File: config.mk
export PLATFORM = sky130hd
export DESIGN_NAME = scgt_ctrl
export DESIGN_NICKNAME = d
export VERILOG_FILES = /design/src/hdl/scgt_pkg.sv /design/src/hdl/scgt_ctrl.sv
export SDC_FILE = /design/constraint.sdc
export NUM_CORES = 1
export LEC_CHECK = 0
export BUFFER_PORTS_ARGS = -buffer_cell sky130_fd_sc_hd__clkbuf_2
export CORE_AREA = 2 2 39 41
export CTS_CLUSTER_SIZE = 24
export DETAILED_ROUTE_END_ITERATION = 8
export DIE_AREA = 0 0 41 43
export PLACE_DENSITY_LB_ADDON = 0.15
export SLEW_MARGIN = 10
export SYNTH_ARGS = -nofsm -noshare
export SYNTH_HDL_FRONTEND = slang
export SYNTH_SLANG_ARGS = --single-unit
File: constraint.sdc
create_clock -name clk -period 1.4 [get_ports clk]
set_clock_uncertainty 0.2 [all_clocks]
set_input_delay 0.28 -clock clk [delete_from_list [all_inputs] [get_ports clk]]
set_output_delay 0.28 -clock clk [all_outputs]
set_load 0.05 [all_outputs]
File: src/hdl/scgt_pkg.sv
// Package for the signing conflict guard table.
// Holds entry layout, status and operation codes, controller state and the
// command/status structs shared by controller and datapath. No dependencies.
`timescale 1ns / 1ps
`default_nettype none
package scgt_pkg;

	localparam int KIND_W      = 2;
	localparam int HEIGHT_W    = 64;
	localparam int ROUND_W     = 32;
	localparam int HWORD_W     = 64;
	localparam int HASH_W      = 4 * HWORD_W;
	localparam int COUNT_OUT_W = 11;

	localparam logic [KIND_W-1:0] KIND_INVALID = 2'd3;
	localparam logic OP_RECORD  = 1'b0;
	localparam logic OP_RESTORE = 1'b1;

	typedef enum logic [2:0] {
		ST_APPENDED = 3'd0,
		ST_REPEAT   = 3'd1,
		ST_CONFLICT = 3'd2,
		ST_INVALID  = 3'd3,
		ST_FULL     = 3'd4
	} status_t;

	// One stored row; hash word 0 sits in the low bits
	typedef struct packed {
		logic [KIND_W-1:0]   kind;
		logic [HEIGHT_W-1:0] height;
		logic [ROUND_W-1:0]  round;
		logic [HASH_W-1:0]   hash;
	} entry_t;

	typedef enum logic [2:0] {
		S_IDLE,
		S_CHECK,
		S_SCAN,
		S_APPEND,
		S_RESP
	} ctrl_state_t;

	// Controller to datapath
	typedef struct packed {
		logic    capture;
		logic    scan_start;
		logic    scan;
		logic    append;
		logic    out_load;
		status_t status;
	} dp_cmd_t;

	// Datapath to controller
	typedef struct packed {
		logic invalid;
		logic empty;
		logic full;
		logic op;
		logic hit_vld;
		logic hash_hit;
		logic last_vld;
		logic out_free;
	} dp_stat_t;

endpackage
`default_nettype wire

File: src/hdl/scgt_ctrl.sv
// Controller of the signing conflict guard table: sequences check, scan,
// append and response. Depends on scgt_pkg.
`timescale 1ns / 1ps
`default_nettype none
module scgt_ctrl (
	input  wire logic               clk,
	input  wire logic               arst_n,
	input  wire logic               req_valid,
	output logic                    req_ready,
	input  wire scgt_pkg::dp_stat_t stat,
	output scgt_pkg::dp_cmd_t       cmd
);
	import scgt_pkg::*;

	ctrl_state_t state_q, state_d;
	status_t     res_q, res_d;

	// State and result register
	always_ff @(posedge clk or negedge arst_n) begin
		if (!arst_n) begin
			state_q <= S_IDLE;
			res_q   <= ST_APPENDED;
		end else begin
			state_q <= state_d;
			res_q   <= res_d;
		end
	end

	// Next state and commands
	always_comb begin
		state_d   = state_q;
		res_d     = res_q;
		req_ready = 1'b0;
		cmd       = '0;
		cmd.status = res_q;
		unique case (state_q)
			S_IDLE: begin
				req_ready = 1'b1;
				if (req_valid) begin
					cmd.capture = 1'b1;
					state_d     = S_CHECK;
				end
			end
			S_CHECK: begin
				priority if (stat.invalid) begin
					res_d   = ST_INVALID;
					state_d = S_RESP;
				end else if (stat.empty) begin
					state_d = S_APPEND;
				end else begin
					cmd.scan_start = 1'b1;
					state_d        = S_SCAN;
				end
			end
			S_SCAN: begin
				cmd.scan = 1'b1;
				// first key match decides a record; a restore only stops on a new hash
				priority if (stat.hit_vld && stat.op == OP_RECORD) begin
					res_d   = stat.hash_hit ? ST_REPEAT : ST_CONFLICT;
					state_d = S_RESP;
				end else if (stat.hit_vld && !stat.hash_hit) begin
					res_d   = ST_CONFLICT;
					state_d = S_RESP;
				end else if (stat.last_vld) begin
					state_d = S_APPEND;
				end
			end
			S_APPEND: begin
				if (stat.full) begin
					res_d = ST_FULL;
				end else begin
					cmd.append = 1'b1;
					res_d      = ST_APPENDED;
				end
				state_d = S_RESP;
			end
			S_RESP: begin
				if (stat.out_free) begin
					cmd.out_load = 1'b1;
					state_d      = S_IDLE;
				end
			end
			default: begin
				state_d = S_IDLE;
			end
		endcase
	end

	// Never append into a full table
	a_no_append_full: assert property (@(posedge clk) disable iff (!arst_n)
		cmd.append |-> !stat.full)
		else $error("append issued on full table");

	// A waiting result leaves as soon as the output slot frees
	a_resp_leaves: assert property (@(posedge clk) disable iff (!arst_n)
		(state_q == S_RESP && stat.out_free) |=> state_q == S_IDLE)
		else $error("response state did not release");
endmodule
`default_nettype wire

* After elaboration in Yosys (flattened, before gate mapping)
Cells that the tools add are included.
Storage, ports and cells: input port bits 11, logic and storage cells 44, register bits after elaboration 6, output and inout bits 9
Cells by class: equal/unequal tests 9, bitwise logic cells 1, muxes and demuxes 25, reduce and logical (&&, ||, !) cells 7
Operator list (count):
- $mux 3 | 10
- $pmux 3 s5 | 1
- $mux 1 | 12
- $pmux 3 s3 | 1
- $eq 3x2->1 const B | 2
- $ne 2x2->1 const B | 3
- $reduce_and 3->1 | 2
- $ne 4x4->1 const B | 1
- $eq 3x1->1 const B | 1
- $eq 3x3->1 const B | 1
- $logic_not 3->1 | 1
- $ne 3x3->1 const B | 1
- $reduce_bool 3->1 | 1
- $logic_and 1x1->1 | 2
- $mux 2 | 1
- $logic_not 1->1 | 1
- $not 1->1 | 1

* Longest topological paths before layout
Gate-level depths: netlist of run 1.
depth after elaboration 5, depth in mapped cells 4, gate-level depth less buffers 3

* Least setup slack after synthesis of run 1
OpenSTA, ideal clock, no wires.
path type reg2out, from register state_q[0], to output cmd[7] in the netlist's numbering, data required time 0.920 ns, cell stages (with the launch flop) 4, buffers on the path 1, path slack -1.314 ns, arrival 2.234 ns, path through dfrtp_1 > buf_6 > nor3_1 > and2_1
RTL lines:
- start, declared | RTL line scgt_ctrl.sv:15 | ctrl_state_t state_q, state_d;
- start signal, assigned | RTL line scgt_ctrl.sv:24 | state_q <= state_d;
- end, declared | RTL line scgt_ctrl.sv:11 | output scgt_pkg::dp_cmd_t cmd

==> results of run 1 <==
sequential cells by signal, summed over array words and instances, names as in the netlist:
| signal | flops |
|---|---|
| res_q | 3 |
| state_q | 3 |
synth_stat cells:
cell type	count	area, um2
sky130_fd_sc_hd__nor3_1	2	10.01
sky130_fd_sc_hd__a211oi_1	1	7.510
sky130_fd_sc_hd__nand2_1	5	18.77
sky130_fd_sc_hd__nand2b_1	1	6.260
sky130_fd_sc_hd__inv_1	1	3.750
sky130_fd_sc_hd__nor3b_4	1	18.77
sky130_fd_sc_hd__buf_4	1	7.510
sky130_fd_sc_hd__o21ai_0	1	5.000
sky130_fd_sc_hd__a21bo_2	1	10.01
sky130_fd_sc_hd__or4b_1	1	10.01
sky130_fd_sc_hd__dfrtp_1	6	150.1
sky130_fd_sc_hd__buf_6	1	11.26
sky130_fd_sc_hd__a21o_1	1	7.510
sky130_fd_sc_hd__a211oi_4	1	20.02
sky130_fd_sc_hd__o21bai_1	2	15.01
sky130_fd_sc_hd__o31ai_1	1	7.510
sky130_fd_sc_hd__nor2_1	3	11.26
sky130_fd_sc_hd__mux2_4	1	15.01
sky130_fd_sc_hd__and2_1	1	6.260
sky130_fd_sc_hd__and2b_2	1	8.760
sky130_fd_sc_hd__and3_2	1	7.510
sky130_fd_sc_hd__nand3_1	2	10.01
sky130_fd_sc_hd__a21oi_1	1	5.000
sky130_fd_sc_hd__a2bb2oi_1	1	8.760
critical path: cells and delay by family, from the launching register on:
kind	cells	cell delay (ns)
flops	1	0.40
buf+inv	1	0.15
simple gates	2	0.62
power groups by stage:
stage          combinational [mW]  sequential (mW)  clock, mW
2_1_floorplan               0.598            0.375          0
3_5_place_dp                0.948            0.267          0
6_report                     1.37            0.283      0.166
3_3_place_gp                0.962            0.265          0
4_1_cts                      1.24            0.272      0.172
5_1_grt                      1.45            0.300      0.183
path summary, 6_finish.rpt:
kind | start | endpoint | slack, ns | cells past startpoint
hold reg to reg | res_q[0] | res_q[0] | 0.31 | 1
hold / removal | stat[0] | state_q[2] | 0.04 | 2
setup / recovery | state_q[2] | cmd[6] | -0.48 | 3
max in group asynchronous | arst_n | state_q[2] | 0.63 | 2
setup reg to reg | state_q[1] | res_q[0] | -0.34 | 5
min in group asynchronous | arst_n | state_q[0] | 0.21 | 2
metrics by stage:
step / hold WS (ns) / utilization / total power, mW / setup slack [ns] / cells
floorplan: -0.2156 / - / 0.9737 / -0.4657 / 38
global placement: -0.08398 / 0.4213 / 1.227 / -0.3973 / 81
detailed placement: -0.08225 / 0.4213 / 1.214 / -0.4077 / 81
CTS: 0.04372 / 0.5524 / 1.687 / -0.5304 / 90
global route: 0.05090 / 0.5723 / 1.933 / -0.5333 / 93
finish: 0.03784 / 0.5723 / 1.824 / -0.4844 / 93
cell type report:
class / instances / area, um2
repair buffers: 37 / 324.1
well taps: 16 / 20.02
inverters: 1 / 3.754
fillers: 128 / 591.8
flip-flops and latches: 6 / 151.4
multi-input cells: 29 / 266.5
clock buffers: 4 / 26.28
cell families (layout without fill, tap and decap cells):
logic type	after synthesis	in the layout	synth area share
buf+inv	3	42	0.05901
flops	6	6	0.3934
mux	1	1	0.03933
simple gates	18	18	0.2820
compound gates	10	10	0.2262
metal layers:
metal	vias to the layer above	part of all wire	wire length, um
li1	217	-	-
met1	201	0.42	432
met2	9	0.54	548
met3	0	0.036	37
met4	0	0	0
met5	-	0	0
what timing repair did:
| action | CTS | global route |
|---|---|---|
| endpoints found under the setup margin | 11 | 11 |
| hold endpoints to repair | 6 | 0 |
| setup buffers | 4 | 3 |
| resized for setup | 24 | 4 |
| hold buffers | 1 | 0 |
| pin swaps | 3 | 2 |
| cloned | 0 | 0 |
==> results.md, run 1 <==
* Busiest layer in global routing: met2
* Worst voltage drop across the vdd grid at 0.001347 V
* Placed instance area at approximately 580 um2
* Data arrival, critical path at about 1.4 ns
* Internal power component at 1.025 mW
* Number of distinct library cell variants in the gate-level netlist after synthesis at 24
* Die area at around 1800 um2
* Number of nets still failing antenna checks after routing at 0
* Number of antenna violations at the first check in global routing at 0
* Worst path slowest cell: sky130_fd_sc_hd__or4b_4
* Max-Cap Viols at 0
* Met3 Use GR at 0.04712
* Number of global-route vias before repair at 419
* Clock tree from TritonCTS: built
* Via Count at approximately 430
* Setup Viol. Count Final at 11
* Power share of the combinational group at 0.754
* Iteration-0 DRC Markers at 6
* DRC at 0
* Cell area after synthesis at 381.6 um2
* Depth of the CTS H-tree at 1
* Fin. max-slew vios at 0
* Slew HR at 0.8155
* Crit path largest cell delay at between 0.5 and 0.6 ns
* Final Hold Viols at 0
* Layout area overhead at 107.5%
* Most frequent standard cell in the layout excluding fill and tap cells: sky130_fd_sc_hd__buf_4
* Transition time of the tightest slew-check pin at between 0.2 and 0.3 ns
* Post-layout worst setup margin at -0.4844 ns
* F_max at roughly 0.53 GHz
* Post-route design area at ~790 um2
* Outcome: finished, violations left
* Biggest fanout along the worst timing path at 2
* Ratio of final minimum period to clock period at 1.346
* First-pass GRT wire length at approximately 1700 um
* Critical path type: reg2out
* Power share of the clock group at 0.091
* Detailed placer's ending HPWL at between 700 and 800 um
* PortBufs at 19
* Clock Sinks at 6
* Violations in the final reports: negative setup slack
* Crit path time final at approximately 1.9 ns
* Root Driver: sky130_fd_sc_hd__clkbuf_4
* Total nets after synthesis at approximately 50
* Clock latency at the later pin of the worst-skew pair at 0.24 ns
* Number of synthesized register bits at 6
* Startpoint class of the critical path: flip-flop
* Count of antenna diodes in the layout at 0
* Placeable Area at roughly 1400 um2
* Met2 track demand over resource in global routing at 0.2188
* Die Y-Extent at ~43 um
* Met1 track demand over resource at 0.1806
* Net switching power at 0.7988 mW
* Cell Chain, Critical Path: or4b_4 -> nor2_4 -> buf_8
* Areal power density over the cells at approximately 2300 nW/um2
* Net switching fraction of the power at 0.4380
* Commonest non-fill, non-tap cells in the layout: 14 x sky130_fd_sc_hd__buf_4, 13 x sky130_fd_sc_hd__clkbuf_2, 5 x sky130_fd_sc_hd__dfrtp_1, 4 x sky130_fd_sc_hd__nand2_1, 4 x sky130_fd_sc_hd__buf_8
* Post-synthesis cell count at 38
* WL per Instance at 10.95 um
* Maximum number of pins on one net before global-route repair at 9
* Portion of the post-synthesis area used by sequential elements at 0.3934
* Required arrival time at the worst endpoint at slightly above 0.9 ns
* Hold Crit Class: in2reg
* Unrepaired setup endpoints after global routing: true
* Maximum number of buffers from clock root to sink at 2
* Initial cell density of the core at 0.2758
* Vias per cell at approximately 4.6
* Fraction of final layout cells sized beyond drive strength 1 at 0.7273
* Per-instance average area after synthesis at roughly 10 um2
* Number of buffers created by CTS at 3
* Number of primary I/O pins at 20
* Clock transition at the registers of the reported paths at ~0.050 ns
* Yosys warns at 0
* Number of standard-cell rows in the floorplan at 14
* Final routed wirelength across all metal layers at between 1000 and 1500 um
* GRT Overall Usage at 0.1382
* Routability congestion estimate from global placement at roughly 0.66
* Number of nets in the layout at 89
* Type of element capturing the critical path: output port
* Sequential power share at 0.155
* Width of the die at approximately 41 um
* Setup_tns at -3.236 ns
* Detailed-router iteration count before antenna repair at 4
* Pleak at between 0.3 and 0.4 nW
* Total global routing overflow at 0
No activity file was read; power rests on OpenSTA's default activity.
==> run 2: changes to the inputs <==
==> constraint.sdc (replaced) <==
create_clock -name clk -period 1.4 [get_ports clk]
set_clock_uncertainty 0.2 [all_clocks]
set_input_delay 0.28 -clock clk [delete_from_list [all_inputs] [get_ports clk]]
set_output_delay 0.28 -clock clk [all_outputs]
set_load 0.01 [all_outputs]
==> results.md, run 2 (same netlist as run 1, synthesis figures left out) <==
* Via Count at 450 (was 427)
* Commonest non-fill, non-tap cells in the layout: 15 x sky130_fd_sc_hd__buf_4, 13 x sky130_fd_sc_hd__clkbuf_2, 10 x sky130_fd_sc_hd__buf_6, 5 x sky130_fd_sc_hd__dfrtp_1, 4 x sky130_fd_sc_hd__buf_2 (was 14 x sky130_fd_sc_hd__buf_4, 13 x sky130_fd_sc_hd__clkbuf_2, 5 x sky130_fd_sc_hd__dfrtp_1, 4 x sky130_fd_sc_hd__nand2_1, 4 x sky130_fd_sc_hd__buf_8)
* Root Driver: sky130_fd_sc_hd__clkbuf_4 (unchanged)
* Number of buffers created by CTS at 3 (unchanged)
* Vias per cell at 4.545 (was 4.591)
* Clock latency at the later pin of the worst-skew pair at 0.25 ns (was 0.24 ns)
* Maximum number of pins on one net before global-route repair at 7 (was 9)
* Final total power at 1.615 mW (was 1.824 mW)
* GRT Overall Usage at 0.1481 (was 0.1382)
* Layout area overhead at 110.8% (was 107.5%)
* Finished Layout Cells at 99 (was 93)
* Die Y-Extent at 43 um (unchanged)
* Largest registers in the final layout: res_q: 3 flops, state_q: 3 flops (unchanged)
* WL per Instance at 10.27 um (was 10.95 um)
* Clock Sinks at 6 (unchanged)
* Max-Cap Viols at 0 (unchanged)
* Iteration-0 DRC Markers at 4 (was 6)
* Most frequent standard cell in the layout excluding fill and tap cells: sky130_fd_sc_hd__buf_4 (unchanged)
* Ratio of final minimum period to clock period at 1.325 (was 1.346)
* Total global routing overflow at 0 (unchanged)
* Setup Viol. Count Final at 12 (was 11)
* PortBufs at 19 (unchanged)
* Width of the die at 41 um (unchanged)
* Number of primary I/O pins at 20 (unchanged)
* Total placed cells including tap cells at 86 (was 81)
* Critical path type: reg2out (unchanged)
* Number of cells on the worst reg-to-reg path at 5 (unchanged)
* Placed instance area at 603.1 um2 (was 583.1 um2)
* Detailed placer's ending HPWL at 764.8 um (was 728.3 um)
* Number of nets still failing antenna checks after routing at 0 (unchanged)
* Number of standard-cell rows in the floorplan at 14 (unchanged)
* Transition time of the tightest slew-check pin at 0.2276 ns (was 0.2779 ns)
* Crit path time final at 1.855 ns (was 1.884 ns)
* Unrepaired setup endpoints after global routing: true (unchanged)
* Slew HR at 0.8478 (was 0.8155)
* Worst voltage drop across the vdd grid at 0.001138 V (was 0.001347 V)
* Required arrival time at the worst endpoint at 0.92 ns (about the same)
* Number of antenna violations at the first check in global routing at 0 (unchanged)
* Hold Crit Class: in2reg (unchanged)
* Depth of the CTS H-tree at 1 (unchanged)
* Post-route design area at 804.5 um2 (was 792.0 um2)
* Detailed-router iteration count before antenna repair at 4 (unchanged)
* Fraction of the core area covered by cells at the end of the flow at 0.5814 (was 0.5723)
* Data arrival, critical path at 1.37 ns (was 1.40 ns)
* Final Hold Viols at 0 (unchanged)
* Type of element capturing the critical path: output port (unchanged)
* Die area at 1763 um2 (unchanged)
* Initial cell density of the core at 0.2758 (unchanged)
* Fin. max-slew vios at 0 (unchanged)
* First-pass GRT wire length at 1697 um (was 1690 um)
* Final routed wirelength across all metal layers at 1017 um (was 1018 um)
* Pleak at 0.3936 nW (was 0.3719 nW)
* Fin Hold WS at 0.04356 ns (was 0.03784 ns)
* F_max at 0.5391 GHz (was 0.5307 GHz)
* Maximum number of buffers from clock root to sink at 2 (unchanged)
* Fraction of final layout cells sized beyond drive strength 1 at 0.7711 (was 0.7273)
* Violations in the final reports: negative setup slack (unchanged)
* DRC at 0 (unchanged)
* Biggest fanout along the worst timing path at 2 (unchanged)
* Number of nets in the layout at 95 (was 89)
* Startpoint class of the critical path: flip-flop (unchanged)
* Areal power density over the cells at 2007 nW/um2 (was 2303 nW/um2)
* Cells on Worst Hold Path at 2 (unchanged)
* Clock tree from TritonCTS: built (unchanged)
* Routability congestion estimate from global placement at 0.6862 (was 0.6604)
* Outcome: finished, violations left (unchanged)
* Count of antenna diodes in the layout at 0 (unchanged)
* Post-layout worst setup margin at -0.4548 ns (was -0.4844 ns)
* Number of global-route vias before repair at 447 (was 419)
* Placeable Area at 1384 um2 (unchanged)
* Clock transition at the registers of the reported paths at 0.05 ns (about the same)
-- run 2: changes by cell type in the layout (fill, tap and decap cells not counted), moves of 2 or more --
cell,before,now
sky130_fd_sc_hd__clkbuf_16,2,0
sky130_fd_sc_hd__buf_6,3,10
sky130_fd_sc_hd__buf_8,4,0
sky130_fd_sc_hd__buf_2,0,4
-- run 2: metal layers --
| metal | global-route usage | vias up | routed length, um |
|---|---|---|---|
| met5 | 0 | - | 0 |
| met4 | 0.04000 | 0 | 0 |
| met3 | 0.07853 | 0 | 56 |
| met2 | 0.2188 | 11 | 520 |
| met1 | 0.1827 | 212 | 440 |
| li1 | - | 227 | - |
-- run 2: layout make-up --
cell class	instances	area, um2
clock buffers	4	26.28
well taps	16	20.02
flip-flops and latches	6	151.4
fillers	122	579.3
inverters	1	3.754
multi-input cells	29	282.8
repair buffers	43	320.3
-- run 2: power by group --
part / total (mW) / switching (mW) / internal (mW)
combinational: 1.15 / 0.463 / 0.683
clock: 0.174 / 0.0660 / 0.108
sequential: 0.295 / 0.0483 / 0.246
total: 1.61 / 0.577 / 1.04
-- run 2: metrics by stage --
step                setup slack [ns]  TNS (ns)
finish                       -0.4548    -3.439
global route                 -0.5040    -4.076
CTS                          -0.4967    -3.631
detailed placement           -0.2404    -1.441
global placement             -0.2302    -1.529
floorplan                    -0.2056   -0.5448
-- run 2: worst paths after layout --
path / from / endpoint / slack, ns
worst max-delay path: state_q[2] / cmd[6] / -0.45
worst min-delay path: stat[0] / state_q[2] / 0.04
worst max register to register: state_q[1] / res_q[0] / -0.32
worst min register to register: res_q[0] / res_q[0] / 0.32
max in group asynchronous: arst_n / state_q[2] / 0.66
min in group asynchronous: arst_n / state_q[1] / 0.18
-- run 2: critical path, stage by stage (launching register included) --
cell	delay, ns
sky130_fd_sc_hd__dfrtp_2	0.40
sky130_fd_sc_hd__or4b_4	0.53
sky130_fd_sc_hd__nor2_4	0.09
sky130_fd_sc_hd__buf_6	0.10
-- run 2: timing repair --
item | in CTS | in global routing
buffers inserted | 7 | 4
gates resized for setup | 15 | 17
endpoints found under the setup margin | 11 | 12
cloned | 0 | 0
endpoints found under the hold margin | 6 | 0
pin swaps | 4 | 8
hold buffers | 1 | 0
==> run 3: changes to the inputs <==
==> constraint.sdc (replaced) <==
create_clock -name clk -period 1.4 [get_ports clk]
set_clock_uncertainty 0.2 [all_clocks]
set_input_delay 0 -clock clk [delete_from_list [all_inputs] [get_ports clk]]
set_output_delay 0 -clock clk [all_outputs]
set_load 0.01 [all_outputs]
==> results.md, run 3 (same netlist as run 1, synthesis figures left out) <==
* Via Count at 458 (was 450)
* Crit path time final at 1.600 ns (was 1.855 ns)
* Biggest fanout along the worst timing path at 4 (was 2)
* Commonest non-fill, non-tap cells in the layout: 13 x sky130_fd_sc_hd__clkbuf_2, 10 x sky130_fd_sc_hd__buf_6, 9 x sky130_fd_sc_hd__dlygate4sd3_1, 7 x sky130_fd_sc_hd__buf_4, 6 x sky130_fd_sc_hd__dfrtp_1 (was 15 x sky130_fd_sc_hd__buf_4, 13 x sky130_fd_sc_hd__clkbuf_2, 10 x sky130_fd_sc_hd__buf_6, 5 x sky130_fd_sc_hd__dfrtp_1, 4 x sky130_fd_sc_hd__buf_2)
* F_max at 0.6251 GHz (was 0.5391 GHz)
* DRC at 0 (unchanged)
* Cells on Worst Hold Path at 4 (was 2)
* Number of primary I/O pins at 20 (unchanged)
* Number of antenna violations at the first check in global routing at 0 (unchanged)
* Violations in the final reports: negative hold slack, negative setup slack (was negative setup slack)
* Die Y-Extent at 43 um (unchanged)
* Die area at 1763 um2 (unchanged)
* Reg-to-reg slack, setup at -0.20 ns (was -0.32 ns)
* Setup Viol. Count Final at 11 (was 12)
* Largest registers in the final layout: res_q: 3 flops, state_q: 3 flops (unchanged)
* Outcome: finished, violations left (unchanged)
* Met3 Use GR at 0.03665 (was 0.07853)
* Ratio of final minimum period to clock period at 1.143 (was 1.325)
* Total buffers and inverters traversed by the critical path at 1 (unchanged)
* Initial cell density of the core at 0.2758 (unchanged)
* Post-route design area at 809.5 um2 (was 804.5 um2)
* Number of standard-cell rows in the floorplan at 14 (unchanged)
* Met1 track demand over resource at 0.1678 (was 0.1827)
* Data arrival, critical path at 1.52 ns (was 1.37 ns)
* Clock latency at the later pin of the worst-skew pair at 0.24 ns (was 0.25 ns)
* Number of buffers created by CTS at 3 (unchanged)
* Launch point of the worst path: state_q[1] (was state_q[2])
* Placed instance area at 530.5 um2 (was 603.1 um2)
* Number of nets in the layout at 95 (unchanged)
* Unrepaired setup endpoints after global routing: true (unchanged)
* Fraction of the core area covered by cells at the end of the flow at 0.5850 (was 0.5814)
* Routability congestion estimate from global placement at 0.7017 (was 0.6862)
* Startpoint class of the critical path: flip-flop (unchanged)
* Required arrival time at the worst endpoint at 1.32 ns (was 0.92 ns)
* Fraction of final layout cells sized beyond drive strength 1 at 0.6463 (was 0.7711)
* Met2 track demand over resource in global routing at 0.2563 (was 0.2188)
* Final routed wirelength across all metal layers at 1204 um (was 1017 um)
* Final Hold Viols at 2 (was 0)
* Hold Crit Class: in2reg (unchanged)
* Number of global-route vias before repair at 437 (was 447)
* Clock transition at the registers of the reported paths at 0.05 ns (about the same)
* Family with the most delay on the worst path: flip-flops (was simple AND/OR/NAND/NOR gates)
* Fin Hold WS at -0.04101 ns (was 0.04356 ns)
* Clock Sinks at 6 (unchanged)
* Cell Chain, Critical Path: buf_6 -> nor3b_4 -> a211oi_4 -> mux2_4 (was or4b_4 -> nor2_4 -> buf_6)
* Maximum number of pins on one net before global-route repair at 7 (unchanged)
* Busiest layer in global routing: met2 (unchanged)
* Slew HR at 0.8075 (was 0.8478)
* Number of nets still failing antenna checks after routing at 0 (unchanged)
* Worst path slowest cell: sky130_fd_sc_hd__dfrtp_1 (was sky130_fd_sc_hd__or4b_4)
* Number of cells on the worst reg-to-reg path at 4 (was 5)
* Detailed-router iteration count before antenna repair at 2 (was 4)
* GRT Overall Usage at 0.1567 (was 0.1481)
* Count of antenna diodes in the layout at 0 (unchanged)
* Depth of the CTS H-tree at 1 (unchanged)
* Detailed placer's ending HPWL at 703.4 um (was 764.8 um)
* Layout area overhead at 112.1% (was 110.8%)
* Maximum number of buffers from clock root to sink at 2 (unchanged)
* Max-Cap Viols at 0 (unchanged)
* Pleak at 0.3932 nW (was 0.3936 nW)
* Post-layout worst setup margin at -0.1996 ns (was -0.4548 ns)
* Capturing point of the worst reg2reg path: res_q[0] (unchanged)
* Width of the die at 41 um (unchanged)
* Placeable Area at 1384 um2 (unchanged)
* Type of element capturing the critical path: flip-flop (was output port)
* Clock tree from TritonCTS: built (unchanged)
* Fill cells at 129 (was 122)
* Critical path type: reg2reg (was reg2out)
* Crit path largest cell delay at 0.40 ns (was 0.53 ns)
* Launch instance of the worst min-delay path: stat[7] (was stat[0])
* Hold buffer count at cts at 10 (was 1)
* First-pass GRT wire length at 1828 um (was 1697 um)
* Vias per cell at 4.673 (was 4.545)
* Startpoint of the worst-slack reg-to-reg timing path: state_q[1] (unchanged)
* Iteration-0 DRC Markers at 1 (was 4)
* WL per Instance at 12.29 um (was 10.27 um)
* Hold worst-path end: state_q[1] (was state_q[2])
* Transition time of the tightest slew-check pin at 0.2878 ns (was 0.2276 ns)
* PortBufs at 19 (unchanged)
* Most frequent standard cell in the layout excluding fill and tap cells: sky130_fd_sc_hd__clkbuf_2 (was sky130_fd_sc_hd__buf_4)
* Worst voltage drop across the vdd grid at 0.001001 V (was 0.001138 V)
* Areal power density over the cells at 1849 nW/um2 (was 2007 nW/um2)
* Total global routing overflow at 0 (unchanged)
* Root Driver: sky130_fd_sc_hd__clkbuf_4 (unchanged)
* Fin. max-slew vios at 0 (unchanged)
-- run 3: tightest hold or removal path, stage by stage --
cell,delay (ns)
sky130_fd_sc_hd__clkbuf_2,0.10
sky130_fd_sc_hd__or4b_4,0.13
sky130_fd_sc_hd__buf_4,0.10
sky130_fd_sc_hd__nand2_1,0.04
-- run 3: layout make-up --
class	instances	area, um2	share of cell area
Tap cell	16	20.02	0.02473
Timing Repair Buffer	43	347.8	0.4297
Multi-Input combinational cell	29	265.3	0.3277
Inverter	1	3.754	0.004637
Clock buffer	3	22.52	0.02782
Sequential cell	6	150.1	0.1855
-- run 3: worst max path at each step --
stage,to,slack [ns],cells past startpoint
2_1_floorplan,res_q[0],-0.15,4
3_3_place_gp,res_q[0],-0.1,3
3_5_place_dp,state_q[0],-0.07,4
4_1_cts,cmd[6],-0.20,3
5_1_grt,res_q[0],-0.26,4
6_report,res_q[0],-0.20,4
-- run 3: repair_timing --
action	in CTS	in global routing
endpoints found under the hold margin	11	1
endpoints found under the setup margin	11	11
pin swaps	2	8
gates resized for setup	11	22
buffers inserted	4	4
-- run 3: report_power, final --
part	internal (mW)	total (mW)	leakage [nW]	switching [mW]
Sequential	0.244	0.300	0.0718	0.0555
Combinational	0.599	1.03	0.308	0.436
Clock	0.0972	0.162	0.0138	0.0651
Total	0.940	1.50	0.393	0.556
-- run 3: per-stage QoR --
stage               TNS [ns]  cells  worst slack, ns  power, mW
finish                -1.209     98          -0.1996      1.496
global route          -1.950     98          -0.2594      1.609
CTS                   -1.246     95          -0.1996      1.329
detailed placement   -0.1568     78         -0.06594     0.9149
global placement     -0.2192     78         -0.09730     0.9226
floorplan            -0.1540     38          -0.1540     0.6849
-- run 3: per-layer routing --
layer  part of all wire  vias to the layer above
li1                   -                      225
met1               0.38                      208
met2               0.51                       19
met3              0.066                        6
met4              0.037                        0
met5                  0                        -
